[src/sv/assert_macros.svh]
// Assertion macros used by the top-level RTL file.
`ifndef ASSERT_MACROS_SVH
`define ASSERT_MACROS_SVH
`ifndef NO_ASSERTIONS
// same-cycle implication
`define SOCU_ASSERT_IMP(lbl, clk, rstn, ante, cons) \
  lbl: assert property (@(posedge clk) disable iff (!rstn) (ante) |-> (cons)) \
    else $error("assertion failed");
// next-cycle implication
`define SOCU_ASSERT_NXT(lbl, clk, rstn, ante, cons) \
  lbl: assert property (@(posedge clk) disable iff (!rstn) (ante) |=> (cons)) \
    else $error("assertion failed");
`else
`define SOCU_ASSERT_IMP(lbl, clk, rstn, ante, cons)
`define SOCU_ASSERT_NXT(lbl, clk, rstn, ante, cons)
`endif
`endif

[src/sv/socu_pkg.sv]
// Package: types and constants of the sort/unique compactor.
package socu_pkg;

  localparam int unsigned MAX_ITEMS = 64;
  localparam int unsigned ADDR_W    = $clog2(MAX_ITEMS);
  localparam int unsigned CNT_W     = $clog2(MAX_ITEMS + 1);

  typedef logic signed [31:0] word_t;
  typedef logic [ADDR_W-1:0]  addr_t;
  typedef logic [CNT_W-1:0]   cnt_t;

  typedef enum logic [1:0] {
    S_LOAD,
    S_SCAN,
    S_DRAIN,
    S_EMIT
  } state_e;

  // control of the minimum-select unit
  typedef struct packed {
    logic clear;   // start of a scan pass
    logic sample;  // a read word is present
  } sel_ctl_t;

endpackage

[src/sv/socu_if.sv]
// Handshake interfaces for the input and result channels.
interface socu_in_if;
  logic                 valid;
  logic                 ready;
  socu_pkg::word_t      value;
  logic                 last;

  modport source (output valid, output value, output last, input ready);
  modport sink   (input valid, input value, input last, output ready);
endinterface

interface socu_out_if;
  logic                 valid;
  logic                 ready;
  socu_pkg::word_t      value_res;
  logic                 last_res;
  logic                 overflow;

  modport source (output valid, output value_res, output last_res, output overflow,
                  input ready);
  modport sink   (input valid, input value_res, input last_res, input overflow,
                  output ready);
endinterface

[src/sv/socu_store.sv]
// Element store: one write port, one registered read port.
module socu_store (
  input  logic            clk_i,
  input  logic            wr_en_i,
  input  socu_pkg::addr_t wr_addr_i,
  input  socu_pkg::word_t wr_data_i,
  input  logic            rd_en_i,
  input  socu_pkg::addr_t rd_addr_i,
  output socu_pkg::word_t rd_data_o
);
  import socu_pkg::*;

  word_t mem_q [MAX_ITEMS];
  word_t rd_data_q;

  always_ff @(posedge clk_i) begin
    if (wr_en_i) begin
      mem_q[wr_addr_i] <= wr_data_i;
    end
  end

  always_ff @(posedge clk_i) begin
    if (rd_en_i) begin
      rd_data_q <= mem_q[rd_addr_i];
    end
  end

  assign rd_data_o = rd_data_q;

endmodule

[src/sv/socu_minsel.sv]
// Shared compare unit: smallest stored word above the previous result.
module socu_minsel (
  input  logic               clk_i,
  input  logic               rst_ni,
  input  socu_pkg::sel_ctl_t ctl_i,
  input  socu_pkg::word_t    data_i,
  input  socu_pkg::word_t    prev_i,
  input  logic               have_prev_i,
  output logic               found_o,
  output socu_pkg::word_t    best_o
);
  import socu_pkg::*;

  logic  found_q, found_d;
  word_t best_q, best_d;
  logic  above_prev, below_best, take;

  assign above_prev = !have_prev_i || (data_i > prev_i);
  assign below_best = !found_q || (data_i < best_q);
  assign take       = ctl_i.sample && above_prev && below_best;

  always_comb begin
    found_d = found_q;
    best_d  = best_q;
    if (ctl_i.clear) begin
      found_d = 1'b0;
    end else if (take) begin
      found_d = 1'b1;
      best_d  = data_i;
    end
  end

  always_ff @(posedge clk_i or negedge rst_ni) begin
    if (!rst_ni) begin
      found_q <= 1'b0;
    end else begin
      found_q <= found_d;
    end
  end

  always_ff @(posedge clk_i) begin
    best_q <= best_d;
  end

  assign found_o = found_q;
  assign best_o  = best_q;

endmodule

[src/sv/sort_unique_compactor.sv]
// Top level: collects a set, then emits its distinct values in ascending order.
//
// Input channel in_i: one signed 32-bit word per handshake; last closes the set
// and belongs to it. Up to MAX_ITEMS words are kept; further words of the set
// are dropped and every result of that set then carries overflow.
// Output channel out_o: one word per distinct value, ascending signed order,
// last_res on the largest one.
// After the closing word the input is not ready until the final result has
// been placed in the output register. Each pass of the shared compare unit
// over the n stored words reads them from the store in turn, then takes a
// drain step and an emit step; k distinct values need k + 1 passes.
// The single store read port and the one comparator make a pass read the
// stored words one by one. A result waits one pass to learn whether it is
// the largest, so the first result reaches the output register from the emit
// step of the second pass.
// A stalled receiver holds the output register; the sequencer waits in its
// emit step and resumes when the register frees. The final result may still
// wait while the next set is loading.
// Reset (asynchronous, active low) empties the set and the output register;
// the store contents are not cleared.
module sort_unique_compactor (
  input  logic       clk_i,
  input  logic       rst_ni,
  socu_in_if.sink    in_i,
  socu_out_if.source out_o
);
  import socu_pkg::*;

  `include "assert_macros.svh"

  localparam cnt_t CAP = cnt_t'(MAX_ITEMS);

  state_e   state_q, state_d;
  cnt_t     count_q, count_d;
  logic     dropped_q, dropped_d;
  addr_t    idx_q, idx_d;
  logic     rd_vld_q;
  word_t    prev_q, prev_d;
  logic     have_prev_q, have_prev_d;
  word_t    pend_q, pend_d;
  logic     pend_vld_q, pend_vld_d;

  // output register
  logic     out_vld_q, out_vld_d;
  word_t    out_value_q, out_value_d;
  logic     out_last_q, out_last_d;
  logic     out_ovf_q, out_ovf_d;

  // sequencer controls
  logic     in_acc, has_room, scan_end, can_push, stall, push;
  logic     wr_en, rd_en;
  sel_ctl_t sel_ctl;
  word_t    rd_data, best;
  logic     found;

  assign in_acc   = in_i.valid && in_i.ready;
  assign has_room = count_q < CAP;
  assign scan_end = {1'b0, idx_q} == (count_q - cnt_t'(1));
  assign can_push = !out_vld_q || out_o.ready;
  assign stall    = pend_vld_q && !can_push;

  // next state
  always_comb begin
    state_d = state_q;
    unique case (state_q)
      S_LOAD: begin
        if (in_acc && in_i.last) state_d = S_SCAN;
      end
      S_SCAN: begin
        if (scan_end) state_d = S_DRAIN;
      end
      S_DRAIN: begin
        state_d = S_EMIT;
      end
      S_EMIT: begin
        if (!stall) state_d = found ? S_SCAN : S_LOAD;
      end
      default: state_d = S_LOAD;
    endcase
  end

  // sequencer outputs; ready is high throughout loading
  always_comb begin
    in_i.ready    = 1'b0;
    wr_en         = 1'b0;
    rd_en         = 1'b0;
    push          = 1'b0;
    sel_ctl.clear = 1'b0;
    sel_ctl.sample = rd_vld_q;
    unique case (state_q)
      S_LOAD: begin
        in_i.ready    = 1'b1;
        wr_en         = in_i.valid && has_room;
        sel_ctl.clear = in_i.valid && in_i.last;
      end
      S_SCAN: begin
        rd_en = 1'b1;
      end
      S_DRAIN: begin
      end
      S_EMIT: begin
        push          = pend_vld_q && can_push;
        sel_ctl.clear = !stall && found;
      end
      default: begin
      end
    endcase
  end

  // datapath next values
  always_comb begin
    count_d     = count_q;
    dropped_d   = dropped_q;
    idx_d       = idx_q;
    prev_d      = prev_q;
    have_prev_d = have_prev_q;
    pend_d      = pend_q;
    pend_vld_d  = pend_vld_q;
    unique case (state_q)
      S_LOAD: begin
        if (in_acc) begin
          if (has_room) count_d = count_q + cnt_t'(1);
          else          dropped_d = 1'b1;
          if (in_i.last) begin
            idx_d       = '0;
            have_prev_d = 1'b0;
            pend_vld_d  = 1'b0;
          end
        end
      end
      S_SCAN: begin
        idx_d = idx_q + addr_t'(1);
      end
      S_DRAIN: begin
      end
      S_EMIT: begin
        if (!stall) begin
          if (found) begin
            pend_d      = best;
            pend_vld_d  = 1'b1;
            prev_d      = best;
            have_prev_d = 1'b1;
            idx_d       = '0;
          end else begin
            pend_vld_d = 1'b0;
            count_d    = '0;
            dropped_d  = 1'b0;
          end
        end
      end
      default: begin
      end
    endcase
  end

  // output register: last_res when no further value was found
  always_comb begin
    out_vld_d   = out_vld_q && !out_o.ready;
    out_value_d = out_value_q;
    out_last_d  = out_last_q;
    out_ovf_d   = out_ovf_q;
    if (push) begin
      out_vld_d   = 1'b1;
      out_value_d = pend_q;
      out_last_d  = !found;
      out_ovf_d   = dropped_q;
    end
  end

  always_ff @(posedge clk_i or negedge rst_ni) begin
    if (!rst_ni) begin
      state_q     <= S_LOAD;
      count_q     <= '0;
      dropped_q   <= 1'b0;
      idx_q       <= '0;
      rd_vld_q    <= 1'b0;
      have_prev_q <= 1'b0;
      pend_vld_q  <= 1'b0;
      out_vld_q   <= 1'b0;
    end else begin
      state_q     <= state_d;
      count_q     <= count_d;
      dropped_q   <= dropped_d;
      idx_q       <= idx_d;
      rd_vld_q    <= rd_en;
      have_prev_q <= have_prev_d;
      pend_vld_q  <= pend_vld_d;
      out_vld_q   <= out_vld_d;
    end
  end

  always_ff @(posedge clk_i) begin
    prev_q      <= prev_d;
    pend_q      <= pend_d;
    out_value_q <= out_value_d;
    out_last_q  <= out_last_d;
    out_ovf_q   <= out_ovf_d;
  end

  socu_store u_store (
    .clk_i     (clk_i),
    .wr_en_i   (wr_en),
    .wr_addr_i (count_q[ADDR_W-1:0]),
    .wr_data_i (in_i.value),
    .rd_en_i   (rd_en),
    .rd_addr_i (idx_q),
    .rd_data_o (rd_data)
  );

  socu_minsel u_minsel (
    .clk_i       (clk_i),
    .rst_ni      (rst_ni),
    .ctl_i       (sel_ctl),
    .data_i      (rd_data),
    .prev_i      (prev_q),
    .have_prev_i (have_prev_q),
    .found_o     (found),
    .best_o      (best)
  );

  assign out_o.valid     = out_vld_q;
  assign out_o.value_res = out_value_q;
  assign out_o.last_res  = out_last_q;
  assign out_o.overflow  = out_ovf_q;

  // the store never holds more than its capacity
  `SOCU_ASSERT_IMP(a_count_cap, clk_i, rst_ni, 1'b1, count_q <= CAP)
  // a candidate always lies strictly above the previous result
  `SOCU_ASSERT_IMP(a_best_above, clk_i, rst_ni, found && have_prev_q, best > prev_q)
  // read data is only sampled during a scan pass
  `SOCU_ASSERT_IMP(a_rd_in_scan, clk_i, rst_ni, rd_vld_q,
                   state_q == S_SCAN || state_q == S_DRAIN)
  // the final result of a set returns the block to loading
  `SOCU_ASSERT_NXT(a_last_to_load, clk_i, rst_ni, push && !found, state_q == S_LOAD)

endmodule

[src/flat_wrapper.sv]
// flat-port wrapper written by rule: the top's interface ports become plain ports
module sort_unique_compactor_flat import socu_pkg::*;
  (clk_i, rst_ni, in_i_valid, in_i_value, in_i_last, in_i_ready, out_o_valid, out_o_value_res, out_o_last_res, out_o_overflow, out_o_ready);
  socu_in_if in_i_i ();
  socu_out_if out_o_i ();
  input  logic clk_i;
  input  logic rst_ni;
  input wire logic [$bits(in_i_i.valid)-1:0] in_i_valid;
  input wire logic [$bits(in_i_i.value)-1:0] in_i_value;
  input wire logic [$bits(in_i_i.last)-1:0] in_i_last;
  output wire logic [$bits(in_i_i.ready)-1:0] in_i_ready;
  output wire logic [$bits(out_o_i.valid)-1:0] out_o_valid;
  output wire logic [$bits(out_o_i.value_res)-1:0] out_o_value_res;
  output wire logic [$bits(out_o_i.last_res)-1:0] out_o_last_res;
  output wire logic [$bits(out_o_i.overflow)-1:0] out_o_overflow;
  input wire logic [$bits(out_o_i.ready)-1:0] out_o_ready;
  assign in_i_i.valid = in_i_valid;
  assign in_i_i.value = in_i_value;
  assign in_i_i.last = in_i_last;
  assign in_i_ready = in_i_i.ready;
  assign out_o_valid = out_o_i.valid;
  assign out_o_value_res = out_o_i.value_res;
  assign out_o_last_res = out_o_i.last_res;
  assign out_o_overflow = out_o_i.overflow;
  assign out_o_i.ready = out_o_ready;
  sort_unique_compactor u_core (.clk_i(clk_i), .rst_ni(rst_ni), .in_i(in_i_i), .out_o(out_o_i));
endmodule
[config.mk]
export PLATFORM = sky130hd
export DESIGN_NAME = sort_unique_compactor_flat
export DESIGN_NICKNAME = d
export VERILOG_FILES = /design/src/sv/socu_pkg.sv /design/src/sv/socu_if.sv /design/src/sv/socu_store.sv /design/src/sv/socu_minsel.sv /design/src/sv/sort_unique_compactor.sv /design/src/flat_wrapper.sv
export VERILOG_INCLUDE_DIRS = /design/src /design/src/sv
export SDC_FILE = /design/constraint.sdc
export NUM_CORES = 2
export LEC_CHECK = 0
export BUFFER_PORTS_ARGS = -buffer_cell sky130_fd_sc_hd__buf_2
export CORE_ASPECT_RATIO = 0.7
export CORE_MARGIN = 2
export CORE_UTILIZATION = 28
export CTS_CLUSTER_SIZE = 16
export DETAILED_ROUTE_END_ITERATION = 7
export SETUP_SLACK_MARGIN = 0.02
export SLEW_MARGIN = 0
export SYNTH_ARGS = -nofsm -noshare
export SYNTH_HDL_FRONTEND = slang
export SYNTH_SLANG_ARGS = --single-unit
[constraint.sdc]
create_clock -name clk_i -period 7 [get_ports clk_i]
set_input_delay 0 -clock clk_i [delete_from_list [all_inputs] [get_ports clk_i]]
set_output_delay 0 -clock clk_i [all_outputs]
set_load 0.005 [all_outputs]
==> flow_metrics.tcl <==
set metrics [dict create \
    power_density_nw_per_um2 335.2 \
    postCtsSetupRepairBufs 0 \
    fill_cells 28076 \
    power_w 0.03246 \
    p_comb_share_pct 19.7 \
    fp.dieH_um 463.6 \
    p_clk_share_pct 32.0 \
    whs_ps 58.93 \
    grt_use_total_pct 14.50 \
    grt_antenna_before_repair 39 \
    vias 39506 \
    grt_overflow 0 \
    end_kind "register" \
    hold_violations 0 \
    async_reset_ff_share_pct 0.9550 \
    grt_pass1_vias 38523 \
    crit_arrival_ps 4960 \
    wire_per_inst_um 28.85 \
    die_w_um 660.6 \
    maxUsedRoutingLayer "met5" \
    ys_seq_elements 2199 \
    p_leak_nw 28.75 \
    switchingPower_w 0.008872 \
    maxSlewViolCount 0 \
    yosysWarningCount 0 \
    first_pass_iters 6 \
    numCtsBuffers 195 \
    ff_latch_area_um2 65950 \
    pin_count 73 \
    crit_fanout 24 \
    cts-resized-gates 0 \
    grt_start_max_net_pins 132 \
    root_buffer "clkbuf_16" \
    antenna_left 0 \
    drt-initial-drc-count 5950 \
    cts_sinks 2199 \
    rsz0062_at_grt "false" \
    crit_required_ps 7460 \
    p_int_w 0.02359 \
    globalplace.congestion 0.7826 \
    dpl-instance-area_um2 90500 \
    cts_tree "built" \
    crit_type "register to register" \
    synthToLayoutAreaGrowth_pct 14.57 \
    vias_per_cell 5.036 \
    hp-class "input port to register" \
    finalCriticalPeriod_ps 4499 \
    skew_ps 98.96 \
    synth_edf_count 2178 \
    place_hpwl_um 127800 \
    clk_pin_slew_ps 70 \
    coreArea_um2 299700 \
    syn_area_per_cell_um2 24.38 \
    grt_pass1_wl_um 312900 \
    met2WireLength_um 90760 \
    synth_cell_types 53 \
    swShare_pct 27.33 \
    final_cell_mix "2178 x edfxtp_1, 672 x mux4_2, 197 x clkbuf_16" \
    initial_core_util_pct 28.19 \
    start_kind "register" \
    power_frac_seq_pct 48.3 \
    r2r_slack_ps 2500 \
    irDropWorstVdd_mv 0.2518 \
    wl_met3_um 31960 \
    clk_latency_ps 880 \
    cap_violations 0 \
    status "complete, no violations" \
    synth_cells 3467 \
    final_common_cell "edfxtp_1" \
    clockBufferDepth 4 \
    drc_errors 0 \
    setup_violations 0 \
    drive_above_1_share_pct 30.50 \
    worst_slew_pin_slew_ps 1383 \
    max_slew_margin_pct 7.591 \
    synth_fp_nets 3574 \
    multi_input_area_um2 18100 \
    drt-total-wl_um 226300 \
    seq_area_frac_synth_pct 78.01 \
    wl_met1_um 99710 \
    synth_top_flop_cell "edfxtp_1" \
    die-area_um2 306300 \
    io_buffers 72 \
    syn_area_um2 84510 \
    finalCritPeriodShare_pct 64.27 \
    layout.nets 3809 \
    h-tree-depth 4 \
    final_cell_area_um2 96830 \
    max_freq_ghz 0.2223 \
    setup-tns-final_ps 0 \
    row_count 168 \
]
-- metal layers --
layer	global-route usage [%]	up-vias
li1	-	15389
met1	22.26	21634
met2	19.11	2182
met3	5.925	277
met4	2.550	24
met5	0	-
-- path summary, 6_finish.rpt --
kind,start,end,cells after the start
worst min-delay path,in_i_value[26],u_core.u_store.mem_q[55][26],1
min in group asynchronous,rst_ni,u_core.rd_vld_q,4
max in group asynchronous,rst_ni,u_core.idx_q[0],4
worst max register to register,u_core.u_store.rd_data_o[14],u_core.u_minsel.best_o[16],8
worst max-delay path,u_core.u_store.rd_data_o[14],u_core.u_minsel.best_o[16],8
worst min register to register,u_core.u_minsel.best_o[4],u_core.prev_q[4],0
-- cell usage after synthesis (2+ instances only) --
master | count | area, um^2
nand3b_1 | 3 | 22.52
nand2b_1 | 4 | 25.02
nor4_1 | 3 | 18.77
buf_1 | 27 | 101.4
a21o_1 | 9 | 67.56
nand4_1 | 10 | 62.56
nand3_1 | 15 | 75.07
nor2_1 | 78 | 292.8
or3_1 | 5 | 31.28
inv_1 | 75 | 281.5
o31a_1 | 2 | 17.52
ha_1 | 70 | 875.8
nor3_1 | 7 | 35.03
a21boi_0 | 3 | 22.52
and4_1 | 4 | 35.03
clkbuf_1 | 87 | 326.6
a31o_2 | 3 | 26.28
o21a_1 | 2 | 15.01
buf_2 | 43 | 215.2
o41ai_1 | 2 | 17.52
edfxtp_1 | 2178 | 65400
or3b_2 | 3 | 26.28
nor2b_1 | 11 | 68.82
a2111oi_0 | 3 | 26.28
a31oi_1 | 3 | 18.77
a22o_1 | 5 | 43.79
buf_6 | 4 | 45.04
buf_4 | 3 | 22.52
nand2_1 | 35 | 131.4
nor3b_1 | 3 | 22.52
a21oi_1 | 26 | 130.1
o31ai_1 | 4 | 30.03
dfrtp_1 | 21 | 525.5
mux4_2 | 672 | 15130
xnor2_1 | 5 | 43.79
xor2_1 | 6 | 52.55
o21ai_0 | 17 | 85.08
-- power groups by stage --
| stage | clock [W] | sequential [W] | combinational [W] |
|---|---|---|---|
| finish | 0.0104 | 0.0157 | 0.00639 |
| global route | 0.0111 | 0.0157 | 0.00684 |
| CTS | 0.0106 | 0.0157 | 0.00641 |
| detailed placement | 0 | 0.0159 | 0.00636 |
| global placement | 0 | 0.0159 | 0.00629 |
| floorplan | 0 | 0.0155 | 0.00427 |
-- state kept, by name (all words and copies together), names as in the netlist --
name and cells:
u_core.u_store.mem_q 2048, u_core.out_o.value_res 32, u_core.prev_q 32, u_core.u_minsel.best_o 32, u_core.u_store.rd_data_o 32, u_core.count_q 7
u_core.idx_q 6, u_core.state_q 2, u_core.dropped_q 1, u_core.have_prev_q 1, u_core.out_o.last_res 1, u_core.out_o.overflow 1
u_core.out_o.valid 1, u_core.pend_vld_q 1, u_core.rd_vld_q 1, u_core.u_minsel.found_o 1
-- critical path: stages (launching register included) --
cell and delay, ps:
edfxtp_1 770, ha_1 500, nand4_1 170, nor4_1 450
a21boi_0 290, o41a_1 200, o31ai_1 120, a2111oi_2 1060
buf_4 490
-- through the flow --
step	setup WS, ps	std cells	util (%)
global placement	2730	7462	30.19
CTS	2491	7837	32.30
floorplan	1171	3467	-
global route	2167	7837	32.30
finish	2501	7844	32.30
detailed placement	2572	7462	30.19
-- cell families after synthesis --
kind of cell	Yosys count	share of synthesized area (%)
flip-flops	2199	78.01
multiplexers	674	17.93
buffers and inverters	239	1.174
AND/OR/NAND/NOR	184	1.025
AO/OA/AOI/OAI	90	0.7048
adder cells (fa/ha/maj)	70	1.036
XOR/XNOR	11	0.1140
-- timing repair --
item                                   4_1_cts  5_1_grt
hold buffers                                38        0
setup endpoints to repair                    0        0
endpoints found under the hold margin     1614        0
-- cell type report --
class | instances | share of cell area, %
diodes | 7 | 0.01809
clock buffers | 245 | 5.298
clock inverters | 92 | 0.8167
inverters | 75 | 0.2907
multi-input cells | 1029 | 18.69
flip-flops and latches | 2199 | 68.11
well taps | 3995 | 5.162
repair buffers | 202 | 1.618
Note: power is estimated with default switching activity, not from simulation.
